[src/sv/mbs_pkg.sv]
// shared types, codes and crc helper for the modbus rtu sniffer frame parser
package mbs_pkg;

  localparam logic [7:0] FN_READ         = 8'h03;
  localparam logic [7:0] FN_WRITE_SINGLE = 8'h06;
  localparam logic [7:0] FN_WRITE_MULTI  = 8'h10;

  localparam logic [2:0] ST_BUSY        = 3'd0;
  localparam logic [2:0] ST_NO_RESPONSE = 3'd1;
  localparam logic [2:0] ST_TOO_SHORT   = 3'd2;
  localparam logic [2:0] ST_CRC_BAD     = 3'd3;
  localparam logic [2:0] ST_EXCEPTION   = 3'd4;
  localparam logic [2:0] ST_WRITE_MULTI = 3'd5;
  localparam logic [2:0] ST_WRITE_SGL   = 3'd6;
  localparam logic [2:0] ST_READ_OK     = 3'd7;

  localparam logic [1:0] DIR_UNKNOWN  = 2'd0;
  localparam logic [1:0] DIR_RESPONSE = 2'd1;
  localparam logic [1:0] DIR_REQUEST  = 2'd2;

  localparam logic       MODE_BYTE    = 1'b0;
  localparam logic       MODE_TIMEOUT = 1'b1;

  localparam logic [15:0] CRC_INIT = 16'hffff;
  localparam logic [15:0] CRC_POLY = 16'ha001;

  typedef struct packed {
    logic       data_valid;
    logic [8:0] data_index;
    logic [7:0] data_value;
    logic       frame_done;
    logic [2:0] status;
    logic [7:0] function_code;
    logic [7:0] data_size;
    logic [1:0] direction;
  } mbs_result_t;

  // crc-16/modbus, one byte, reflected
  function automatic logic [15:0] crc16_byte(input logic [15:0] crc, input logic [7:0] b);
    logic [15:0] c;
    c = crc ^ {8'h00, b};
    for (int k = 0; k < 8; k++) begin
      c = c[0] ? ((c >> 1) ^ CRC_POLY) : (c >> 1);
    end
    return c;
  endfunction

  // byte counts that can only belong to a read response
  function automatic logic is_plain_count(input logic [7:0] b);
    return (b inside {8'h02, 8'h03, 8'h05, [8'h09:8'h0f]}) || (b >= 8'h11);
  endfunction

  // byte counts that may also be the start address high byte of a request
  function automatic logic is_ambiguous_count(input logic [7:0] b);
    return b inside {8'h04, 8'h06, 8'h08, 8'h10};
  endfunction

endpackage

[src/sv/modbus_rtu_sniffer_frame_parser.sv]
// Passive Modbus RTU frame parser for sniffed bus bytes. Each input transfer is one received
// byte or a line-silent event and yields exactly one result transfer: the payload byte if the
// item stored one, and the frame status when a frame ends (by its expected length or on
// silence), with a CRC-16/Modbus check over all received bytes of the frame. The block takes
// one item per clock cycle while the output is not stalled; each result passes through the input
// register, then the byte-wide CRC update and position compare into the result register.
// A stalled output holds both registers and drops in_ready. slave_address is written through
// cfg_we/cfg_wdata and resets to 1; it should only change while no item is in flight.
module modbus_rtu_sniffer_frame_parser #(
  parameter int MULTI_COUNT_POSITION = 6,
  parameter int MIN_LAST_POSITION    = 4
) (
  input  logic       clk,
  input  logic       rst_n,
  input  logic       cfg_we,
  input  logic [7:0] cfg_wdata,
  input  logic       in_valid,
  output logic       in_ready,
  input  logic       in_mode,
  input  logic [7:0] in_byte_value,
  output logic       out_valid,
  input  logic       out_ready,
  output logic       out_data_valid,
  output logic [8:0] out_data_index,
  output logic [7:0] out_data_value,
  output logic       out_frame_done,
  output logic [2:0] out_status,
  output logic [7:0] out_function_code,
  output logic [7:0] out_data_size,
  output logic [1:0] out_direction
);

  logic [7:0]           slave_address_r;
  logic                 in_valid_r;
  logic                 in_mode_r;
  logic [7:0]           in_byte_r;
  logic                 out_valid_r;
  mbs_pkg::mbs_result_t out_r;
  mbs_pkg::mbs_result_t core_res;
  logic                 advance;
  logic                 step;

  assign advance  = !out_valid_r || out_ready;
  assign step     = in_valid_r && advance;
  assign in_ready = !in_valid_r || advance;

  always_ff @(posedge clk) begin
    if (!rst_n) begin
      slave_address_r <= 8'd1;
    end else if (cfg_we) begin
      slave_address_r <= cfg_wdata;
    end
  end

  always_ff @(posedge clk) begin
    if (!rst_n) begin
      in_valid_r <= 1'b0;
    end else if (in_valid && in_ready) begin
      in_valid_r <= 1'b1;
    end else if (advance) begin
      in_valid_r <= 1'b0;
    end
  end

  always_ff @(posedge clk) begin
    if (in_valid && in_ready) begin
      in_mode_r <= in_mode;
      in_byte_r <= in_byte_value;
    end
  end

  mbs_frame_core #(
    .MULTI_COUNT_POSITION(MULTI_COUNT_POSITION),
    .MIN_LAST_POSITION   (MIN_LAST_POSITION)
  ) u_core (
    .clk          (clk),
    .rst_n        (rst_n),
    .step         (step),
    .mode         (in_mode_r),
    .byte_value   (in_byte_r),
    .slave_address(slave_address_r),
    .result       (core_res)
  );

  always_ff @(posedge clk) begin
    if (!rst_n) begin
      out_valid_r <= 1'b0;
    end else if (advance) begin
      out_valid_r <= in_valid_r;
    end
  end

  always_ff @(posedge clk) begin
    if (step) begin
      out_r <= core_res;
    end
  end

  assign out_valid         = out_valid_r;
  assign out_data_valid    = out_r.data_valid;
  assign out_data_index    = out_r.data_index;
  assign out_data_value    = out_r.data_value;
  assign out_frame_done    = out_r.frame_done;
  assign out_status        = out_r.status;
  assign out_function_code = out_r.function_code;
  assign out_data_size     = out_r.data_size;
  assign out_direction     = out_r.direction;

endmodule

[src/sv/mbs_frame_core.sv]
// frame state, crc and direction guessing, one item per step
module mbs_frame_core #(
  parameter int MULTI_COUNT_POSITION = 6,
  parameter int MIN_LAST_POSITION    = 4
) (
  input  logic                 clk,
  input  logic                 rst_n,
  input  logic                 step,
  input  logic                 mode,
  input  logic [7:0]           byte_value,
  input  logic [7:0]           slave_address,
  output mbs_pkg::mbs_result_t result
);

  localparam logic [8:0] MIN_LAST  = 9'(MIN_LAST_POSITION);
  localparam logic [8:0] MULTI_POS = 9'(MULTI_COUNT_POSITION);

  logic [8:0]  pos_r, pos_nxt;
  logic [8:0]  last_r, last_nxt;
  logic [7:0]  func_r, func_nxt;
  logic [1:0]  dir_r, dir_nxt;
  logic [7:0]  size_r, size_nxt;
  logic [15:0] crc_r, crc_nxt;
  logic        seen_r, seen_nxt;
  logic        prv_rd_r, prv_rd_nxt;
  logic        prv_sg_r, prv_sg_nxt;
  logic        prv_mu_r, prv_mu_nxt;

  logic        end_now;
  logic [8:0]  last_idx;
  logic        known;
  logic [15:0] crc_step;

  assign crc_step = mbs_pkg::crc16_byte((pos_r == 9'd0) ? mbs_pkg::CRC_INIT : crc_r, byte_value);

  always_comb begin
    pos_nxt    = pos_r;
    last_nxt   = last_r;
    func_nxt   = func_r;
    dir_nxt    = dir_r;
    size_nxt   = size_r;
    crc_nxt    = crc_r;
    seen_nxt   = seen_r;
    prv_rd_nxt = prv_rd_r;
    prv_sg_nxt = prv_sg_r;
    prv_mu_nxt = prv_mu_r;
    end_now    = 1'b0;
    last_idx   = 9'd0;
    known      = 1'b0;
    result     = '0;

    if (mode == mbs_pkg::MODE_TIMEOUT) begin
      prv_rd_nxt = 1'b0;
      prv_sg_nxt = 1'b0;
      prv_mu_nxt = 1'b0;
      result.frame_done = 1'b1;
      if (pos_r == 9'd0) begin
        result.status = mbs_pkg::ST_NO_RESPONSE;
        func_nxt = 8'd0;
        size_nxt = 8'd0;
        dir_nxt  = mbs_pkg::DIR_UNKNOWN;
        last_nxt = MIN_LAST;
        crc_nxt  = mbs_pkg::CRC_INIT;
        seen_nxt = 1'b0;
      end else begin
        end_now = 1'b1;
      end
    end else if (pos_r == 9'd0) begin
      // hunting: only our address opens a frame
      if (byte_value == slave_address) begin
        func_nxt = 8'd0;
        size_nxt = 8'd0;
        dir_nxt  = mbs_pkg::DIR_UNKNOWN;
        last_nxt = MIN_LAST;
        seen_nxt = 1'b0;
        crc_nxt  = crc_step;
        pos_nxt  = 9'd1;
      end
    end else begin
      crc_nxt = crc_step;
      if (pos_r == 9'd1) begin
        func_nxt = byte_value;
        if (byte_value == mbs_pkg::FN_WRITE_SINGLE) begin
          dir_nxt    = prv_sg_r ? mbs_pkg::DIR_RESPONSE : mbs_pkg::DIR_REQUEST;
          prv_sg_nxt = !prv_sg_r;
          last_nxt   = 9'd7;
          size_nxt   = 8'd4;
          prv_rd_nxt = 1'b0;
          prv_mu_nxt = 1'b0;
        end else if (byte_value == mbs_pkg::FN_WRITE_MULTI) begin
          last_nxt   = 9'd7;
          size_nxt   = 8'd4;
          prv_rd_nxt = 1'b0;
          prv_sg_nxt = 1'b0;
        end else if (byte_value != mbs_pkg::FN_READ) begin
          size_nxt   = 8'd1;
          last_nxt   = MIN_LAST + 9'd1;
          prv_rd_nxt = 1'b0;
          prv_sg_nxt = 1'b0;
          prv_mu_nxt = 1'b0;
        end
      end else if (pos_r == 9'd2 && func_r == mbs_pkg::FN_READ) begin
        if (mbs_pkg::is_plain_count(byte_value) ||
            (prv_rd_r && mbs_pkg::is_ambiguous_count(byte_value))) begin
          dir_nxt    = mbs_pkg::DIR_RESPONSE;
          size_nxt   = byte_value;
          last_nxt   = {1'b0, byte_value} + 9'd4;
          prv_rd_nxt = 1'b0;
        end else begin
          // request: start address high byte is payload byte 0
          dir_nxt    = mbs_pkg::DIR_REQUEST;
          size_nxt   = 8'd4;
          last_nxt   = 9'd7;
          prv_rd_nxt = 1'b1;
          result.data_valid = 1'b1;
          result.data_value = byte_value;
        end
        prv_sg_nxt = 1'b0;
        prv_mu_nxt = 1'b0;
      end else begin
        if (func_r == mbs_pkg::FN_WRITE_MULTI && pos_r == MULTI_POS) begin
          // request byte count of 2 or 4 unless a request was just seen, else the slave echo
          if (!prv_mu_r && byte_value == 8'd2) begin
            size_nxt   = 8'd7;
            last_nxt   = 9'd10;
            dir_nxt    = mbs_pkg::DIR_REQUEST;
            prv_mu_nxt = 1'b1;
          end else if (!prv_mu_r && byte_value == 8'd4) begin
            size_nxt   = 8'd9;
            last_nxt   = 9'd12;
            dir_nxt    = mbs_pkg::DIR_REQUEST;
            prv_mu_nxt = 1'b1;
          end else begin
            dir_nxt    = mbs_pkg::DIR_RESPONSE;
            prv_mu_nxt = 1'b0;
          end
        end
        seen_nxt = 1'b1;
        result.data_valid = 1'b1;
        result.data_value = byte_value;
        if (func_r == mbs_pkg::FN_READ && dir_nxt == mbs_pkg::DIR_RESPONSE) begin
          result.data_index = pos_r - 9'd3;
        end else begin
          result.data_index = pos_r - 9'd2;
        end
      end
      pos_nxt = pos_r + 9'd1;
      if (pos_nxt > last_nxt) begin
        end_now = 1'b1;
        result.frame_done = 1'b1;
      end
    end

    if (end_now) begin
      last_idx = pos_nxt - 9'd1;
      known = func_nxt == mbs_pkg::FN_READ || func_nxt == mbs_pkg::FN_WRITE_SINGLE ||
              func_nxt == mbs_pkg::FN_WRITE_MULTI;
      if (!known && seen_nxt && last_idx > MIN_LAST) begin
        size_nxt = 8'd2;
      end
      if (last_idx < MIN_LAST) begin
        result.status = mbs_pkg::ST_TOO_SHORT;
      end else if (crc_nxt != 16'd0) begin
        result.status = mbs_pkg::ST_CRC_BAD;
      end else if (func_nxt == mbs_pkg::FN_WRITE_MULTI) begin
        result.status = mbs_pkg::ST_WRITE_MULTI;
      end else if (func_nxt == mbs_pkg::FN_WRITE_SINGLE) begin
        result.status = mbs_pkg::ST_WRITE_SGL;
      end else if (func_nxt == mbs_pkg::FN_READ) begin
        result.status = mbs_pkg::ST_READ_OK;
      end else begin
        result.status = mbs_pkg::ST_EXCEPTION;
      end
      pos_nxt  = 9'd0;
      last_nxt = MIN_LAST;
      crc_nxt  = mbs_pkg::CRC_INIT;
      seen_nxt = 1'b0;
    end

    result.function_code = func_nxt;
    result.data_size     = size_nxt;
    result.direction     = dir_nxt;
  end

  always_ff @(posedge clk) begin
    if (!rst_n) begin
      pos_r    <= 9'd0;
      last_r   <= MIN_LAST;
      func_r   <= 8'd0;
      dir_r    <= mbs_pkg::DIR_UNKNOWN;
      size_r   <= 8'd0;
      crc_r    <= mbs_pkg::CRC_INIT;
      seen_r   <= 1'b0;
      prv_rd_r <= 1'b0;
      prv_sg_r <= 1'b0;
      prv_mu_r <= 1'b0;
    end else if (step) begin
      pos_r    <= pos_nxt;
      last_r   <= last_nxt;
      func_r   <= func_nxt;
      dir_r    <= dir_nxt;
      size_r   <= size_nxt;
      crc_r    <= crc_nxt;
      seen_r   <= seen_nxt;
      prv_rd_r <= prv_rd_nxt;
      prv_sg_r <= prv_sg_nxt;
      prv_mu_r <= prv_mu_nxt;
    end
  end

endmodule

[config.mk]
export PLATFORM = sky130hd
export DESIGN_NAME = modbus_rtu_sniffer_frame_parser
export DESIGN_NICKNAME = d
export VERILOG_FILES = /design/src/sv/mbs_pkg.sv /design/src/sv/modbus_rtu_sniffer_frame_parser.sv /design/src/sv/mbs_frame_core.sv
export SDC_FILE = /design/constraint.sdc
export NUM_CORES = 1
export LEC_CHECK = 0
export ABC_CLOCK_PERIOD_IN_PS = 15780
export BUFFER_PORTS_ARGS = -buffer_cell sky130_fd_sc_hd__buf_4
export CORE_UTILIZATION = 65
export CTS_CLUSTER_DIAMETER = 30
export DETAILED_ROUTE_END_ITERATION = 10
export GPL_TIMING_DRIVEN = 0
export PLACE_DENSITY = 0.85
export SETUP_SLACK_MARGIN = 0.3
export SYNTH_ARGS = -nofsm -noshare
export SYNTH_HDL_FRONTEND = slang
export SYNTH_SLANG_ARGS = --single-unit
[constraint.sdc]
create_clock -name clk -period 15.78 [get_ports clk]
set_clock_uncertainty 0.2 [all_clocks]
set_input_delay 0.789 -clock clk [delete_from_list [all_inputs] [get_ports clk]]
set_output_delay 0.789 -clock clk [all_outputs]
set_load 0.03 [all_outputs]
==> run_results.csv <==
group,metric,value,unit
grt,first_global_vias,7366,
timing,grt_setup_unrepaired,"no",
logic_synthesis,ys_seq_area_frac,0.392,
layout,drive_gt1_frac,0.146,
logic_synthesis,synth_area_leaders,"edfxtp_1 (21%), dfxtp_1 (19%), nand2_1 (5.6%)",
place,port_buffers,62,
logic_synthesis,synth-edff-count,49,
logic_synthesis,syn_area,7130,um^2
logic_synthesis,yosysWarnings,0,
floorplan,die_y,107,um
clock_network,cts_buffers,17,
floorplan,die-area,11400,um^2
clock_network,ctsResizeCount,0,
floorplan,die_w,107,um
logic_synthesis,yosysTopAreaCell,"edfxtp_1",
timing,slew_violations,0,
critical_path,cp_data_arrival_time,6.84,ns
floorplan,core,10500,um^2
detailed_routing,drc,0,
layout,fin_nets,956,
logic_synthesis,syn_nets,874,
logic_synthesis,yosysUniqueCellTypes,77,
timing,max_clock_freq,151,MHz
pwr,max-vdd-ir-drop,0.0903,mV
logic_synthesis,ys_async_sr_fraction,0,
detailed_routing,first_iter_violations,1089,
clock_network,insertion_delay,0.55,ns
timing,setup_viol,0,
detailed_routing,routed_via_density,6.95,
critical_path,start_kind,"register",
place,gp_congestion,0.973,
logic_synthesis,synthMostInstantiatedCell,"nand2_1",
layout,diodes,0,
detailed_routing,vias,7377,
grt,grt_max_degree,41,
logic_synthesis,yosys.area.top_type_share,0.206,
logic_synthesis,synth_area_per_cell,8.57,um^2
floorplan,rows,37,
timing,tns,0,ns
detailed_routing,avgRoutedWirePerCell,23.7,um
clock_network,postCtsSetupBuffers,0,
layout,multi_input_area,4010,um^2
timing,fin_ws,9.18,ns
detailed_routing,first_pass_iters,8,
detailed_routing,antenna_left,0,
clock_network,clkTransAtPathRegs,0.06,ns
place,preCtsSetupSlack,9.52,ns
layout,fillers,649,
logic_synthesis,synth_commonest_cells,"nand2_1 (107), nor2_1 (90), dfxtp_1 (66)",
grt,grt.overflow.total,0,
critical_path,critPathMaxFanout,10,
grt,grt.total_usage,0.458,
layout,synthToLayoutAreaGrowth,17.8,%
logic_synthesis,syn-instance-count,832,
clock_network,cts.sinks,115,
pwr,p_per_area,95.8,nW/um^2
clock_network,cts_tree,"yes",
timing,period_share,0.418,
timing,slew_headroom,0.261,
outcome,outcome,"finished clean",
layout,ff_latch_area,2790,um^2
clock_network,cts_max_path_buffers,2,
timing,worst_pin_slew,1.10,ns
place,dp_hpwl,17300,um
timing,hold_viol_final,0,
critical_path,cp.required,16.02,ns
min_path,min_path_type,"input pin to register",
critical_path,end_kind,"register",
job,max_cap_violations,0,
grt,grt_pass1_wl,39000,um
clock_network,root_buffer,"clkbuf_8",
clock_network,cts.htree.levels,4,
timing,period_minus_slack,6.60,ns
detailed_routing,routed_wl,25200,um
clock_network,hold_buffers,0,
floorplan,io_pins,64,
critical_path,path_class,"register to register",
logic_synthesis,ys.flop_type,"dfxtp_1",
grt,antenna_found_initial,0,
logic_synthesis,synth_seq_cells,115,
pwr,p_leak,0.00321,uW
floorplan,start_util,0.682,
==> where the power goes <==
part | internal [uW] | total [uW] | switching (uW) | leakage, uW
combinational | 23.7 | 77.1 | 53.4 | 0.00189
clock | 267 | 406 | 140 | 0.000300
sequential | 317 | 322 | 4.50 | 0.00102
==> state kept, by name, indices dropped and copies added, names as in the netlist, 2 cells and up <==
name and count:
u_core.crc_r 16, out_data_index 9, u_core.last_r 9, u_core.pos_r 9
in_byte_r 8, out_data_size 8, out_data_value 8, out_function_code 8
slave_address_r 8, u_core.func_r 8, u_core.size_r 8, out_status 3
out_direction 2, u_core.dir_r 2
==> cell families after synthesis <==
group,Yosys count,share of synthesized area
AO/OA/AOI/OAI,218,0.197
XOR/XNOR,60,0.0775
adder cells (fa/ha/maj),20,0.0351
buffers and inverters,74,0.0461
flip-flops,115,0.392
multiplexers,14,0.0196
AND/OR/NAND/NOR,331,0.233
==> metrics by stage <==
step	power (uW)	cell area, um^2	hold slack (ns)	cells	utilization
2_1_floorplan	372	7130	0.229	832	-
3_3_place_gp	397	7770	0.244	1030	0.743
3_5_place_dp	400	7790	0.254	1031	0.745
4_1_cts	800	8400	0.208	1062	0.803
5_1_grt	818	8400	0.211	1062	0.803
6_report	805	8400	0.210	1062	0.803
==> cell type report <==
cell class	instances	share of cell area
Clock buffer	21	0.0546
Sequential cell	115	0.332
Multi-Input combinational cell	643	0.477
Clock inverter	10	0.0185
Timing Repair Buffer	63	0.0578
Tap cell	136	0.0202
Buffer	56	0.0313
Inverter	18	0.00804
==> layout by cell type (no fill, tap or decap), drive strengths merged, types with 7 or more instances in the layout <==
cell,Yosys,routed
nand3,20,20
a22oi,7,7
nand2b,8,8
o21ai,58,58
nand2,108,108
a21oi,63,63
nor4,16,16
buf,20,83
o22ai,13,13
inv,18,18
nor3,29,29
xor2,23,23
o31ai,8,8
and2,12,12
a31oi,7,7
nor2,92,92
xnor2,35,35
clkbuf,36,57
edfxtp,49,49
mux2i,14,14
dfxtp,66,66
ha,20,20
or3,9,9
==> routing by layer <==
layer	part of all wire	up-vias	GRT usage	wire length, um
li1	-	3153	-	-
met1	0.36	3401	0.552	9090
met2	0.46	663	0.724	11500
met3	0.12	160	0.127	3120
met4	0.060	0	0.285	1520
met5	0	-	0	0
==> worst max-delay path, stage by stage (launching register included) <==
cell and delay, ns:
dfxtp_1 0.36, clkbuf_1 0.26, inv_1 0.22, ha_1 0.19, or3b_2 0.48, or3_1 0.45, nor2_2 0.32, nand4_1 0.42
o21ai_0 0.19, a21boi_0 0.12, a311o_1 0.34, ha_1 0.21, nor2b_1 0.10, o21ai_0 0.10, a21oi_1 0.17, o31ai_1 0.10
a221oi_1 0.64, o21ai_1 0.52, nor4_4 0.64, buf_6 0.22, a21oi_1 0.06, a31o_1 0.20
==> path summary, 6_finish.rpt <==
check | start | end | slack, ns | depth (start not counted)
setup / recovery | u_core.pos_r[0] | u_core.size_r[3] | 9.18 | 21
hold / removal | in_mode | in_mode_r | 0.21 | 1
setup reg to reg | u_core.pos_r[0] | u_core.size_r[3] | 9.18 | 21
hold reg to reg | u_core.last_r[3] | u_core.last_r[3] | 0.27 | 2
(Power assumes the default switching activity.)
